**src/rtl/pli_ram.sv**
```systemverilog
`timescale 1ns / 1ps

module pli_ram #(
  parameter int WIDTH = 32,
  parameter int DEPTH = 64
) (
  input  logic                     clk,
  input  logic                     we,
  input  logic [$clog2(DEPTH)-1:0] waddr,
  input  logic [WIDTH-1:0]         wdata,
  input  logic [$clog2(DEPTH)-1:0] raddr,
  output logic [WIDTH-1:0]         rdata
);

  logic [WIDTH-1:0] mem [DEPTH];

  always_ff @(posedge clk) begin
    if (we) begin
      mem[waddr] <= wdata;
    end
    rdata <= mem[raddr];
  end

endmodule

```
**config.mk**
```make
export PLATFORM = sky130hd
export DESIGN_NAME = pli_ram
export DESIGN_NICKNAME = d
export VERILOG_FILES = /design/src/rtl/pli_ram.sv
export SDC_FILE = /design/constraint.sdc
export NUM_CORES = 2
export LEC_CHECK = 0
export BUFFER_PORTS_ARGS = -buffer_cell sky130_fd_sc_hd__buf_2
export CORE_MARGIN = 3
export CORE_UTILIZATION = 30
export CTS_BUF_LIST = sky130_fd_sc_hd__clkbuf_8 sky130_fd_sc_hd__clkbuf_16
export CTS_CLUSTER_DIAMETER = 50
export DETAILED_ROUTE_END_ITERATION = 12
export GPL_TIMING_DRIVEN = 0
export PLACE_DENSITY_LB_ADDON = 0.12
export SLEW_MARGIN = 25
export SYNTH_ARGS = -nofsm -noshare
export SYNTH_HDL_FRONTEND = slang
export SYNTH_SLANG_ARGS = --single-unit
```
**constraint.sdc**
```tcl
create_clock -name clk -period 6.45 [get_ports clk]
set_input_delay 0.9675 -clock clk [delete_from_list [all_inputs] [get_ports clk]]
set_output_delay 0.9675 -clock clk [all_outputs]
set_load 0.005 [all_outputs]
```
Word level (Yosys, flattened, before mapping)
Memories as Yosys holds them, arrays and structs flattened. A register that Yosys moved wholly into a read port is not among the register bits.
Index checks and enable logic that the tools add are counted.

cells by class
  mux-type cells = 2

operators by type and width
  operator           count
  1-bit two-way mux  2

storage, ports and cells
  bits in registers = 0
  memories kept = 1
  output and inout bits = 32
  logic and storage cells = 3
  RAM bits = 2,048

memory list
  memory  depth  bits a word  read ports  clocked after memory_dff  write ports  RTL line  source
  mem     64     32           1           1                         1            15        logic [WIDTH-1:0] mem [DEPTH];

Depth between registers and ports, before layout
  depth in word-level cells = 2
  gate-level depth with buffers = 10
  mapped depth without buffers = 5

Least setup slack after synthesis
OpenSTA, ideal clock, no wires.

  kind = input to register
  start point = in waddr[3]
  end point = mem mem[48][0] (enable)
  path buffers = 1
  stages on the path = 4
  data required time = 5.989 ns
  arrival time = 3.666 ns
  setup slack = 2.323 ns
  cell sequence = clkbuf_1 nor2b_1 nand4b_1 nor3_1

RTL lines
  element      RTL line  source
  from (decl)  9         input logic [$clog2(DEPTH)-1:0] waddr,
  to (decl)    15

No word-level cell before the write port.

==> flow_metrics.env <==
export IMPL_status="completed"
export IMPL_clk_latency_ns=0.88
export IMPL_drtAntennaViolNets=0
export IMPL_worstSetupStartpointType="input port"
export IMPL_power_density_nw_per_um2=314
export IMPL_synth_compound_area_frac=0.0167
export IMPL_die_area_um2=268000
export IMPL_async_flop_share=0
export IMPL_leakagePower_nw=30.1
export IMPL_cts_num_sinks=2080
export IMPL_routed_via_density=5.15
export IMPL_cts_buffer_depth=3
export IMPL_instances_no_fill=7520
export IMPL_cp_required_ns=7.15
export IMPL_boundaryPins=78
export IMPL_cts_tree="done"
export IMPL_grt_pass1_vias=39081
export IMPL_worst_pin_slew_ns=1.22
export IMPL_grt_pass1_wl_mm=364
export IMPL_ys_ff_latch=2080
export IMPL_worstSetupEndpointType="register"
export IMPL_crit_arrival_ns=5.28
export IMPL_synth_top_family_by_area="multiplexers"
export IMPL_syn_inst=3324
export IMPL_routedWlPerCell_um=36.4
export IMPL_synth_xor_area_frac=0
export IMPL_drc_errors=0
export IMPL_gp_congestion=0.799
export IMPL_antenna_found_initial=34
export IMPL_synth_cell_types=34
export IMPL_synth_avg_cell_area_um2=23.6
export IMPL_clk_pin_slew_ns=0.06
export IMPL_fp_dieH_um=518
export IMPL_yosysSeqAreaShare=0.791
export IMPL_ys_warn_count=0
export IMPL_peakVddDrop_uv=298
export IMPL_core_area_um2=260000
export IMPL_finalSetupViolCount=0
export IMPL_grt_max_degree=65
export IMPL_post_cts_buffers=0
export IMPL_fmax_ghz=0.218
export IMPL_track_usage=0.202
export IMPL_synthesis_nets=3370
export IMPL_postCtsHoldBufs=0
export IMPL_synthAdderAreaFrac=0
export IMPL_h_tree_depth=4
export IMPL_finish_instance_area_um2=95900
export IMPL_grt_ovfl_total=0
export IMPL_max_cap_violations=0
export IMPL_ctsResizeCount=0
export IMPL_final_max_slew_viol_count=0
export IMPL_rsz0062_at_grt="no"
export IMPL_drt_first_pass_iters=8
export IMPL_place_area_um2=88000
export IMPL_cts_buffers=238
export IMPL_slew_headroom=0.184
export IMPL_finalHoldViolations=0
export IMPL_vias=38741
export IMPL_die_width_um=518
export IMPL_initial_utilization=0.302
export IMPL_worst_setup_path_type="input port to register"
export IMPL_min_period_ns=4.58
export IMPL_fin_skew_ns=0.0452
export IMPL_netlist_area_um2=78500
export IMPL_yosys_area_share_simple=0.0127
export IMPL_syn_to_final_growth_pct=22.1
export IMPL_hpwl_mm=187
export IMPL_dp_cells=7068
export IMPL_fin_crit_sh=0.710
export IMPL_drt_iter0_drc=4859
export IMPL_placementRows=187
export IMPL_ys_flop_type="edfxtp_1"
export IMPL_cp_max_fo=10
export IMPL_cts_root_buf="clkbuf_16"
export IMPL_final_nets=3859
export IMPL_drive_gt1_frac=0.333
export IMPL_muxShareOfSynthArea=0.168
export IMPL_portBuffers=69
export IMPL_drt_total_wl_mm=274
export IMPL_hold_path_class="input port to register"
export IMPL_synth_edf_count=2048
[sequential cells by signal (all words and copies together) (netlist names)]
| name | cells |
|---|---|
| rdata | 32 |
| mem | 2048 |
[worst max-delay path, cell delays in order]
cell and delay (ns):
buf_2 0.45, buf_2 0.44, buf_2 0.42, buf_2 0.50, nand3b_1 0.58, o221ai_1 0.61
a21oi_1 0.25, a21oi_1 0.81, nor2_1 0.21
[cell type report]
type | instances | area, µm²
clock inverter | 189 | 1650
buffer | 182 | 942
tap | 3496 | 4370
sequential | 2080 | 62100
fill | 23534 | 164000
clock buffer | 249 | 6140
antenna | 13 | 32.5
timing repair buffer | 249 | 4620
multi-input combinational | 1062 | 16000
[cell usage in the layout (no fill, tap or decap), types with 5 or more instances in the layout]
| master | synthesis | layout |
|---|---|---|
| clkbuf_1 | 74 | 40 |
| buf_6 | 5 | 5 |
| a22oi_1 | 12 | 12 |
| edfxtp_1 | 2048 | 2048 |
| inv_6 | 0 | 11 |
| clkinvlp_4 | 0 | 11 |
| nand2b_1 | 8 | 8 |
| nor2_4 | 0 | 62 |
| clkbuf_16 | 0 | 241 |
| nor2b_1 | 15 | 15 |
| a21oi_1 | 62 | 59 |
| diode_2 | 0 | 13 |
| buf_12 | 0 | 50 |
| clkinv_1 | 0 | 42 |
| nor2_1 | 137 | 75 |
| nand3_1 | 5 | 5 |
| buf_4 | 25 | 70 |
| buf_16 | 0 | 107 |
| mux2i_1 | 93 | 93 |
| o221ai_1 | 27 | 27 |
| mux4_2 | 544 | 544 |
| clkinv_16 | 0 | 5 |
| nand3b_1 | 5 | 5 |
| nor3_1 | 7 | 5 |
| bufinv_16 | 0 | 22 |
| clkbuf_2 | 0 | 35 |
| a311oi_1 | 8 | 8 |
| inv_1 | 0 | 58 |
| buf_2 | 57 | 104 |
| clkinv_4 | 0 | 9 |
| clkinv_2 | 0 | 26 |
| nand2_1 | 26 | 26 |
| buf_1 | 21 | 10 |
| o22ai_1 | 84 | 81 |
| clkbuf_8 | 0 | 8 |
| buf_8 | 0 | 10 |
| dfxtp_1 | 32 | 32 |
[synthesized netlist by cell type (3+ instances only)]
| library cell | number | share of area |
|---|---|---|
| nand3_1 | 5 | 0.00032 |
| nand2_1 | 26 | 0.0012 |
| mux4_2 | 544 | 0.16 |
| nor2_1 | 137 | 0.0065 |
| a21oi_1 | 62 | 0.0040 |
| dfxtp_1 | 32 | 0.0082 |
| buf_2 | 57 | 0.0036 |
| edfxtp_1 | 2048 | 0.78 |
| buf_4 | 25 | 0.0024 |
| or3b_2 | 3 | 0.00033 |
| a41o_1 | 4 | 0.00051 |
| mux2i_1 | 93 | 0.012 |
| a22oi_1 | 12 | 0.0011 |
| nand2b_1 | 8 | 0.00064 |
| buf_6 | 5 | 0.00072 |
| a311oi_1 | 8 | 0.00089 |
| buf_1 | 21 | 0.0010 |
| or3_1 | 3 | 0.00024 |
| and3_1 | 4 | 0.00032 |
| nand3b_1 | 5 | 0.00048 |
| nor2b_1 | 15 | 0.0012 |
| o22ai_1 | 84 | 0.0067 |
| o32ai_1 | 4 | 0.00045 |
| o221ai_1 | 27 | 0.0030 |
| clkbuf_1 | 74 | 0.0035 |
| nor3_1 | 7 | 0.00045 |
[through the flow]
stage	util	worst slack [ns]	TNS, ns	hold WS (ns)	total power [W]
floorplan	-	2.32	0	0.663	0.0160
global placement	0.320	-1.71	-138.71	1.06	0.0170
detailed placement	0.339	0.889	0	1.04	0.0170
CTS	0.369	1.83	0	0.427	0.0304
global route	0.369	1.85	0	0.465	0.0310
finish	0.369	1.87	0	0.517	0.0301
[path summary, 6_finish.rpt]
kind | slack [ns] | startpoint | depth (start not counted) | endpoint
worst min-delay path | 0.52 | wdata[19] | 1 | mem[62][19]$_DFFE_PP_
worst max-delay path | 1.87 | raddr[1] | 9 | rdata[15]$_DFF_P_
worst min register to register | 1.08 | mem[25][8]$_DFFE_PP_ | 4 | rdata[8]$_DFF_P_
worst max register to register | 3.45 | mem[27][18]$_DFFE_PP_ | 4 | rdata[18]$_DFF_P_
[where the power goes]
part / total (W) / internal (W) / switching (W)
Combinational: 0.00172 / 0.000557 / 0.00116
Clock: 0.0134 / 0.00774 / 0.00561
Sequential: 0.0150 / 0.0150 / 0.0000261
Total: 0.0301 / 0.0233 / 0.00680
[cell families (layout without fill, tap and decap cells)]
logic type | count (synthesis) | in the layout
other | 0 | 13
and+or+nand+nor | 223 | 223
AOI/OAI and AO/OA | 202 | 202
DFF | 2080 | 2080
muxes | 637 | 637
buffers and inverters | 182 | 869
[routing by layer]
metal  vias to the layer above  GRT usage  routed length (µm)
li1                      15351          -                   -
met1                     21506      0.276              115000
met2                      1524      0.326              132000
met3                       358     0.0375               17800
met4                         2     0.0644                8250
met5                         -          0                   8
Power figures use the tool's default switching activity.
