### config.mk
export PLATFORM = sky130hd
export DESIGN_NAME = pli_muldiv
export DESIGN_NICKNAME = d
export VERILOG_FILES = /design/src/rtl/pli_pkg.sv /design/src/rtl/pli_muldiv.sv
export SDC_FILE = /design/constraint.sdc
export NUM_CORES = 1
export LEC_CHECK = 0
export BUFFER_PORTS_ARGS = -buffer_cell sky130_fd_sc_hd__buf_4
export CORE_UTILIZATION = 50
export CTS_CLUSTER_DIAMETER = 120
export CTS_CLUSTER_SIZE = 25
export DETAILED_ROUTE_END_ITERATION = 10
export MAX_ROUTING_LAYER = met4
export PLACE_DENSITY_LB_ADDON = 0.12
export SLEW_MARGIN = 20
export SYNTH_ARGS = -nofsm -noshare
export SYNTH_HDL_FRONTEND = slang
export SYNTH_SLANG_ARGS = --single-unit
### constraint.sdc
create_clock -name clk -period 4.6 [get_ports clk]
set_clock_uncertainty 0.1 [all_clocks]
set_input_delay 0.46 -clock clk [delete_from_list [all_inputs] [get_ports clk]]
set_output_delay 0.46 -clock clk [all_outputs]
set_load 0.005 [all_outputs]
### src/rtl/pli_pkg.sv
`timescale 1ns / 1ps

package pli_pkg;

  localparam int DATA_W        = 32;
  localparam int MAX_NODES_DEF = 64;

  localparam logic [1:0] CMD_CLEAR = 2'd0;
  localparam logic [1:0] CMD_ADD   = 2'd1;
  localparam logic [1:0] CMD_QUERY = 2'd2;

  localparam logic [1:0] ST_OK    = 2'd0;
  localparam logic [1:0] ST_RANGE = 2'd1;
  localparam logic [1:0] ST_BAD   = 2'd2;
  localparam logic [1:0] ST_FULL  = 2'd3;

  typedef enum logic [3:0] {
    S_IDLE,
    S_SCAN_RD,
    S_SCAN_CHK,
    S_SH_RD,
    S_SH_CHK,
    S_INS,
    S_QF_RD,
    S_QF_CHK,
    S_QL_RD,
    S_QL_CHK,
    S_BS_RD,
    S_BS_CHK,
    S_P1_RD,
    S_P1_CHK,
    S_P2_RD,
    S_P2_CHK
  } state_t;

  // S_MD and S_RESP are kept in a separate small flag set to fit four bits.
  typedef struct packed {
    logic                start;
    logic [DATA_W:0]     mag;
    logic [DATA_W-1:0]   mult;
    logic [DATA_W-1:0]   divisor;
  } md_req_t;

  typedef struct packed {
    logic                done;
    logic [DATA_W:0]     quot;
  } md_rsp_t;

endpackage

### src/rtl/pli_muldiv.sv
`timescale 1ns / 1ps

module pli_muldiv (
  input  logic             clk,
  input  logic             rst,
  input  pli_pkg::md_req_t req,
  output pli_pkg::md_rsp_t rsp
);

  import pli_pkg::*;

  // One shift-add multiply (DATA_W steps) followed by a restoring divide
  // of the 2*DATA_W bit product (2*DATA_W steps), one bit per cycle.
  localparam int CW = $clog2(2 * DATA_W);

  logic              running;
  logic              div_phase;
  logic [CW-1:0]     step;
  logic [DATA_W:0]   mag;
  logic [DATA_W-1:0] divisor;
  logic [DATA_W:0]   hi;
  logic [DATA_W-1:0] lo;
  logic [DATA_W-1:0] rem;
  logic              done;

  logic [DATA_W+1:0] sum;
  logic [DATA_W:0]   trial;
  logic [DATA_W:0]   diff;
  logic              qbit;

  always_comb begin
    sum   = {1'b0, hi} + (lo[0] ? {1'b0, mag} : '0);
    trial = {rem, hi[DATA_W-1]};
    diff  = trial - {1'b0, divisor};
    qbit  = (trial >= {1'b0, divisor});
  end

  always_ff @(posedge clk) begin
    if (rst) begin
      running <= 1'b0;
      done    <= 1'b0;
    end else begin
      done <= 1'b0;
      if (req.start) begin
        running   <= 1'b1;
        div_phase <= 1'b0;
        step      <= '0;
        mag       <= req.mag;
        divisor   <= req.divisor;
        hi        <= '0;
        lo        <= req.mult;
        rem       <= '0;
      end else if (running) begin
        if (!div_phase) begin
          hi   <= sum[DATA_W+1:1];
          lo   <= {sum[0], lo[DATA_W-1:1]};
          step <= step + 1'b1;
          if (step == CW'(DATA_W - 1)) begin
            div_phase <= 1'b1;
            step      <= '0;
          end
        end else begin
          // The product sits in {hi[DATA_W-1:0], lo}; quotient bits shift in at the bottom.
          rem  <= qbit ? diff[DATA_W-1:0] : trial[DATA_W-1:0];
          hi   <= {1'b0, hi[DATA_W-2:0], lo[DATA_W-1]};
          lo   <= {lo[DATA_W-2:0], qbit};
          step <= step + 1'b1;
          if (step == CW'(2 * DATA_W - 1)) begin
            running <= 1'b0;
            done    <= 1'b1;
          end
        end
      end
    end
  end

  assign rsp.done = done;
  assign rsp.quot = {hi[0], lo};

endmodule

# Word level (Yosys, flattened, before mapping)
# Cells that the tools add are included.
[word_totals]
ff_bits = 171
inputBits = 100
[op_classes]
n_addsub = 3
magnitude_cmp = 1
n_eq_ne = 2
muxes = 20
bitwise = 3
reduce_logical = 6
[ops]
columns = ["op", "n"]
rows = [
  ["2-to-1 mux 32 bit", 6],
  ["2-to-1 mux 33 bit", 3],
  ["adder 33 x 33 -> 34 bit", 1],
  [">= comparator 33 x 32 -> 1 bit", 1],
  ["subtractor 32 bit", 1],
  ["2-to-1 mux 6 bit", 3],
  ["2-to-1 mux 1 bit", 8],
  ["adder 6 x 1 -> 6 bit, second input constant", 1],
  ["equality test 6 x 5 -> 1 bit, second input constant", 1],
  ["equality test 6 bit, second input constant", 1],
  ["AND reduction 2 bit", 2],
  ["nonzero test 2 bit", 2],
  ["OR reduction 4 bit", 1],
  ["inverter 1 bit", 3],
  ["AND reduction 3 bit", 1],
]

# Logic depth before layout (Yosys ltp)
# Gate-level depths: netlist (run 1).
[logic_depth]
word_depth = 5
depth_mapped = 13
mapped_depth_nobuf = 13

# Worst setup path after synthesis (run 1)
# No wires, ideal clock.
[synth_path]
kind = "input-to-reg"
start = "in req[97] (netlist name)"
end = "reg div_phase (enable)"
setup_time_ps = 502
arrival_ps = 4014
required_time_ps = 3998
path_slack_ps = -16
cell_stages = 4
path_buffers = 2
cell_sequence = "clkbuf_1 clkbuf_1 nor2_1 nor2_1"
[synth_via]
elab_chain_len = 2
[synth_rtl]
columns = ["item", "line", "source"]
rows = [
  ["start, declared", "pli_muldiv.sv:6", "input pli_pkg::md_req_t req,"],
  ["nonzero test 2 bit (no line)", "--", ""],
  ["AND reduction 2 bit (no line)", "--", ""],
  ["end signal, assigned", "pli_muldiv.sv:46", "div_phase <= 1'b0;"],
  ["end signal, assigned", "pli_muldiv.sv:59", "div_phase <= 1'b1;"],
  ["end, declared", "pli_muldiv.sv:17", "logic div_phase;"],
]
# Every way passes these cells.
# A chain may end at the register's enable or synchronous reset.

# Final worst setup path (run 1)
[layout_path]
start = "reg lo[0]"
end = "reg hi[19] (data pin)"
[layout_via]
elab_chain_len = 4
[layout_rtl]
columns = ["item", "line", "source"]
rows = [
  ["start, declared", "pli_muldiv.sv:22", "logic [DATA_W-1:0] lo;"],
  ["start signal, assigned", "pli_muldiv.sv:51", "lo <= req.mult;"],
  ["start signal, assigned", "pli_muldiv.sv:56", "lo <= {sum[0], lo[DATA_W-1:1]};"],
  ["start signal, assigned", "pli_muldiv.sv:66", "lo <= {lo[DATA_W-2:0], qbit};"],
  ["2-to-1 mux 33 bit", "pli_muldiv.sv:32", "sum = {1'b0, hi} + (lo[0] ? {1'b0, mag} : '0);"],
  ["adder 33 x 33 -> 34 bit", "pli_muldiv.sv:32", ""],
  ["2-to-1 mux 33 bit", "pli_muldiv.sv:54", "if (!div_phase) begin"],
  ["2-to-1 mux 33 bit", "pli_muldiv.sv:53", "end else if (running) begin"],
  ["end signal, assigned", "pli_muldiv.sv:55", "hi <= sum[DATA_W+1:1];"],
  ["end signal, assigned", "pli_muldiv.sv:65", "hi <= {1'b0, hi[DATA_W-2:0], lo[DATA_W-1]};"],
  ["end, declared", "pli_muldiv.sv:21", "logic [DATA_W:0] hi;"],
]
# Every way passes these cells. The select of a mux whose other input is x is not followed.

==> flow_summary.toml, run 1 <==
[run_status]
outcome = "finished clean"

[power]
peakVddDrop_v = 0.000241
switching_share_pct = 30.1
combPwrFrac_pct = 25.1
power_frac_seq_pct = 43.4
pwr_density_cell_nw_per_um2 = 365
p_leak_nw = 5.24
power_w = 0.00449
p_switching_w = 0.00135
internal_power_w = 0.00314
clockPowerShare_pct = 31.5

[setup_path]
crit_chain = "and2_1 -> ha_1 -> inv_1 -> fa_1 -> nor2b_1 -> o211ai_1 -> a211oi_1 -> nand2b_1 -> a21oi_1 -> o21ai_0 -> a41oi_1 -> xor2_1 -> a211oi_1"
r2r_setup_slack_ns = 0.75
cpMostUsedCell = "a211oi_1"
arrival_ns = 4.02
cp_slowest_stage_delay_ns = 0.84
crit_path_end_kind = "register"
r2r_start = "lo[0]$_DFFE_PP_"
start_kind = "register"
crit_required_ns = 4.76
slowest_stage = "edfxtp_1"
cp_max_fo = 24
crit_type = "register to register"
reg2reg_to = "hi[19]$_SDFFCE_PP0P_"
worst_r2r_path_depth = 13

[synth]
synth_top_flop_cell = "edfxtp_1"
synth.net_count = 1182
synth_cells = 1014
seq_area_frac_synth_pct = 48.7
synth_edf_count = 169
yosys_register_bits = 171
synthArstFlopShare_pct = 0
synth_cell_types = 57
syn_area_sq_um = 10500
yosysWarnings = 0
syn-mean-instance-area_sq_um = 10.4

[drt]
drtIter0Drc = 455
wirelength_um = 23300
routedWlPerCell_um = 16.5
first_pass_iters = 4
vias = 7892
ant_nets = 0
drc = 0
vias_per_cell = 5.57

[sta]
worst_slew_pin_slew_ns = 0.977
rsz0062_at_grt = "false"
fmax_mhz = 259
maxSlewHeadroom_pct = 34.9
tns_ns = 0
final-hold-violation-count = 0
whs_ns = 0.0989
finalMaxSlewViolations = 0
fin_crit_sh_pct = 83.8
layout_min_cycle_time_ns = 3.85
finalSetupViolCount = 0

[global_route]
grt_pass1_vias = 7729
gr-usage-all-layers_pct = 23.1
grt_max_degree = 80
grt-ovfl-total = 0
antenna_found_initial = 0
grt_pass1_wl_um = 38500

[hold_path]
hold_class = "input pin to register"
holdPathEnd = "mag[6]$_DFFE_PP_"
hold_depth = 1
hp-start = "req[70]"

[die]
core_sq_um = 20400
dieArea_sq_um = 21600
start_util_pct = 51.4
die_h_um = 147
ios = 134
fp.dieW_um = 147
row_count = 52

[cts]
root_buffer = "clkbuf_16"
cts_buffers = 17
htree_levels = 4
clock_path_buffers = 2
hold_buffers = 0
cts_tree = "done"
cts.repair.resized = 0
post-cts-setup-buffers = 0
clk_latency_ns = 0.43
path_clk_slew_ns = 0.07
numClockSinks = 171

[placed_design]
port_buffers = 133
place_congestion = 0.914
hpwl_um = 16000
placed_area_sq_um = 11700

[finish]
area_delta_synth_final_pct = 17.3
finalNetCount = 1302
drive_gt1_share_pct = 16.1
nFillCells = 1786
diodes = 0
postLayoutCellArea_sq_um = 12300

[run]
cap_violations = 0
-- Yosys cell counts, drive strengths merged (2+ instances only) --
cell type  number  area [sq um]
nor3           10          50.1
a221o           3          30.0
o311ai          2          17.5
nand2b          8          50.1
and3            9          56.3
buf            12          90.1
a22o            3          26.3
a211oi          8          60.1
inv            58           218
nand4           6          37.5
a21oi          74           370
o31a            3          26.3
o21a            5          37.5
or3             3          18.8
nand2          95           357
o31ai           4          30.0
fa              2          40.0
nor4            5          31.3
clkbuf         28           105
nand3          20           100
a31o            4          35.0
or2             3          18.8
mux2i          57           571
edfxtp        169          5070
xor2           24           210
a21o           36           270
o22ai           2          12.5
and2           39           244
dfxtp           2          40.0
nor2           89           334
ha             66           826
xnor2          34           298
o21bai          6          45.0
o211ai          5          37.5
a31oi          21           131
o21ai          80           412
and4            2          17.5
nor2b           4          25.0
-- cells by family (layout without fill, tap and decap cells) --
group | Yosys count | count (layout) | share of synthesized area [%]
muxes | 57 | 57 | 5.44
AOI/OAI and AO/OA | 268 | 268 | 16.0
and+or+nand+nor | 294 | 294 | 12.9
buffers and inverters | 98 | 231 | 3.93
adders and majority gates | 68 | 68 | 8.25
xor gates and xnor gates | 58 | 58 | 4.84
DFF | 171 | 171 | 48.7
-- metal layers --
metal	wire length, um	global-route usage (%)	up-vias	share of wire (%)
met2	11200	37.6	185	48
met5	0	-	-	0
met4	268	6.04	0	1.1
li1	-	-	3955	-
met1	10800	29.9	3732	46
met3	1060	3.98	20	4.6
-- how the worst max path moves through the flow --
stage / startpoint / to / slack, ns / cells past startpoint
2_1_floorplan: req[97] / divisor[0]$_DFFE_PP_ / 0.29 / 4
6_report: lo[0]$_DFFE_PP_ / hi[19]$_SDFFCE_PP0P_ / 0.75 / 13
4_1_cts: lo[0]$_DFFE_PP_ / hi[19]$_SDFFCE_PP0P_ / 0.77 / 13
3_3_place_gp: lo[0]$_DFFE_PP_ / hi[19]$_SDFFCE_PP0P_ / 0.92 / 13
5_1_grt: lo[0]$_DFFE_PP_ / hi[19]$_SDFFCE_PP0P_ / 0.49 / 13
3_5_place_dp: lo[0]$_DFFE_PP_ / hi[19]$_SDFFCE_PP0P_ / 0.76 / 13
-- state kept, by name, summed over array words and instances, names as in the netlist --
signal,cells
hi,33
mag,33
done,1
div_phase,1
step,6
lo,32
rem,32
divisor,32
running,1
-- worst max-delay path, delay by kind of cell (launching register included) --
| family | cells | cell delay, ns |
|---|---|---|
| flip-flops | 1 | 0.84 |
| adder cells (fa/ha/maj) | 2 | 0.58 |
| buffers and inverters | 1 | 0.06 |
| AO/OA/AOI/OAI | 6 | 1.32 |
| XOR/XNOR | 1 | 0.17 |
| AND/OR/NAND/NOR | 3 | 0.59 |
-- through the flow --
step / util [%] / std cells / worst slack (ns)
floorplan: - / 1014 / 0.287
finish: 60.2 / 1417 / 0.746
CTS: 60.2 / 1417 / 0.772
global placement: 57.5 / 1385 / 0.915
global route: 60.2 / 1417 / 0.487
detailed placement: 57.5 / 1385 / 0.756
-- placed cells by master, fill, tap and decap left out, types with 4 or more instances in the layout --
| cell | count |
|---|---|
| xnor2_1 | 34 |
| a31o_2 | 4 |
| nor2b_1 | 4 |
| nor4_1 | 5 |
| a21o_1 | 36 |
| a21oi_1 | 74 |
| nor2_1 | 87 |
| nand3_1 | 20 |
| ha_1 | 66 |
| o21bai_1 | 6 |
| nor3_1 | 9 |
| and3_1 | 9 |
| o211ai_1 | 5 |
| clkinv_4 | 4 |
| nand4_1 | 6 |
| a31oi_1 | 21 |
| o21a_1 | 5 |
| a211oi_1 | 8 |
| o21ai_0 | 75 |
| clkbuf_16 | 17 |
| edfxtp_1 | 169 |
| nand2b_1 | 8 |
| o31ai_1 | 4 |
| buf_4 | 139 |
| and2_1 | 39 |
| nand2_1 | 95 |
| inv_1 | 58 |
| mux2i_1 | 57 |
| o21ai_1 | 4 |
| xor2_1 | 24 |
-- power groups by stage --
stage / registers [W] / clock network (W) / logic (W)
6_report: 0.00195 / 0.00141 / 0.00113
5_1_grt: 0.00196 / 0.00148 / 0.00126
4_1_cts: 0.00195 / 0.00143 / 0.00113
3_5_place_dp: 0.00198 / 0 / 0.00112
3_3_place_gp: 0.00198 / 0 / 0.00110
2_1_floorplan: 0.00196 / 0 / 0.000835
-- cell type report --
| cell class | count | area, sq um | area share [%] |
|---|---|---|---|
| tap | 270 | 338 | 2.74 |
| multi-input combinational | 745 | 4990 | 40.5 |
| inverter | 58 | 218 | 1.77 |
| timing repair buffer | 141 | 1080 | 8.80 |
| clock inverter | 15 | 141 | 1.15 |
| sequential | 171 | 5110 | 41.6 |
| clock buffer | 17 | 425 | 3.46 |
Power figures use the tool's default switching activity.
==> inputs of run 2 (changes only) <==
==> constraint.sdc (replaced) <==
create_clock -name clk -period 3.45 [get_ports clk]
set_clock_uncertainty 0.1 [all_clocks]
set_input_delay 0.345 -clock clk [delete_from_list [all_inputs] [get_ports clk]]
set_output_delay 0.345 -clock clk [all_outputs]
set_load 0.005 [all_outputs]
==> run 2 against run 1 <==
Against the previous run: worst hold slack got worse by 0.021 ns; via count increased by 3.8%; fmax increased by 14%; sequential cell count unchanged; die area unchanged; critical path depth decreased by 1; largest power group unchanged.
==> flow_summary.toml, run 2 (same netlist as run 1, synthesis figures left out) <==
[placed_design]
post-place-ws_ns = 0.0855
port_buffers = 133
placed_area_sq_um = 11900
place_congestion = 0.908
hpwl_um = 16800

[global_route]
gr-usage-all-layers_pct = 24.0
antenna_found_initial = 0
met3_usage_pct = 3.14
top_usage_layer = "met2"
grt_pass1_wl_um = 39700
grt_max_degree = 87
grtUsageMet2_pct = 40.8
grt_pass1_vias = 7964
met1_usage_pct = 29.9
grt-ovfl-total = 0

[setup_path]
crit_required_ns = 3.54
crit_family = "compound AO/OA/AOI/OAI gates"
crit_buf_inv = 2
cpMostUsedCell = "a31o_2"
crit_chain = "buf_4 -> and2_1 -> ha_1 -> a21oi_1 -> inv_1 -> a31o_2 -> o31ai_2 -> nand2_1 -> a31o_2 -> a31oi_1 -> nor4_1 -> a221o_1"
cp_slowest_stage_delay_ns = 0.40
cp_max_fo = 13
crit_type = "register to register"
arrival_ns = 3.46
slowest_stage = "edfxtp_1"
start_kind = "register"
crit_path_end_kind = "register"

[sta]
layout_min_cycle_time_ns = 3.37
fmax_mhz = 297
finalSetupViolCount = 0
final-hold-violation-count = 0
fin_crit_sh_pct = 97.8
maxSlewHeadroom_pct = 45.4
worst_slew_pin_slew_ns = 0.816
finalMaxSlewViolations = 0
setup_ws_ns = 0.0775

[finish]
nFillCells = 1694
largest_registers = "hi: 33 flops, mag: 33 flops"
finalNetCount = 1380
drive_gt1_share_pct = 16.5
diodes = 0
multi_input_area_sq_um = 5020
postLayoutCellArea_sq_um = 13100
layout_common_cells = "edfxtp_1, buf_4, nand2_1"
seqCellArea_sq_um = 5110
final_common_cell = "edfxtp_1"
area_delta_synth_final_pct = 24.8

[cts]
htree_levels = 4
path_clk_slew_ns = 0.08
cts_tree = "done"
numClockSinks = 171
root_buffer = "clkbuf_16"
clk_latency_ns = 0.44
clock_path_buffers = 2
cts_buffers = 17

[power]
p_leak_nw = 5.57
peakVddDrop_v = 0.000345
pwr_density_cell_nw_per_um2 = 458

[die]
dieArea_sq_um = 21600
core_sq_um = 20400
ios = 134
die_h_um = 147
row_count = 52
fp.dieW_um = 147
start_util_pct = 51.4

[run_status]
outcome = "finished clean"

[drt]
wirelength_um = 24300
vias_per_cell = 5.48
first_pass_iters = 6
drtIter0Drc = 421
ant_nets = 0
vias = 8191
drc = 0
routedWlPerCell_um = 16.3

[run]
cap_violations = 0

[hold_path]
hold_class = "input pin to register"
-- run 2: changes by cell type in the layout (fill, tap and decap cells not counted), sizes merged --
cell	before	now
buf	141	154
dlygate4sd3	0	65
clkinv	8	3
clkbuf	17	19
inv	63	65
clkinvlp	1	3
bufinv	1	0
-- run 2: power breakdown --
group	internal [W]	total, W	switching, W
logic	0.000749	0.00161	0.000857
clock network	0.000939	0.00180	0.000861
registers	0.00250	0.00259	0.0000910
total	0.00419	0.00600	0.00181
-- run 2: area by class of cell --
type                            instances  share of cell area [%]
Sequential cell                       171                    39.0
Inverter                               58                    1.66
Clock buffer                           19                    3.30
Tap cell                              270                    2.58
Clock inverter                         13                   0.821
Timing Repair Buffer                  219                    14.3
Multi-Input combinational cell        745                    38.3
-- run 2: metrics by stage --
stage               setup TNS (ns)  hold slack (ns)  cells  total power (W)  utilization, %
floorplan                        0            0.344   1014          0.00373               -
CTS                              0           0.0647   1494          0.00603            64.0
global placement                 0            0.378   1397          0.00414            58.1
global route               -0.0562           0.0610   1495          0.00632            64.1
finish                           0           0.0775   1495          0.00600            64.1
detailed placement               0            0.385   1397          0.00417            58.1
-- run 2: worst register-to-register path, delay by kind of cell (launching register included) --
family                   cells  cell delay, ns
AO/OA/AOI/OAI                6            1.62
adder cells (fa/ha/maj)      1            0.34
buffers and inverters        2            0.28
flip-flops                   1            0.40
AND/OR/NAND/NOR              3            0.39
-- run 2: worst paths after layout --
check                startpoint                   end  slack, ns  cells past startpoint
min reg2reg  running$_SDFF_PP0_       done$_SDFF_PP0_       0.40                      2
max             lo[0]$_DFFE_PP_  hi[25]$_SDFFCE_PP0P_       0.08                     12
max reg2reg     lo[0]$_DFFE_PP_  hi[25]$_SDFFCE_PP0P_       0.08                     12
min                     req[42]      lo[10]$_DFFE_PP_       0.08                      3
-- run 2: layer usage --
metal | vias up | part of all wire [%]
met5 | - | 0
met4 | 0 | 1.4
met3 | 20 | 3.8
met2 | 182 | 51
met1 | 3896 | 44
li1 | 4093 | -
-- run 2: timing repair --
item / 4_1_cts / 5_1_grt
endpoints found under the setup margin: 0 / 9
hold endpoints to repair: 65 / 0
hold buffers: 65 / 0
buffers inserted: 0 / 1
resized for setup: 0 / 6
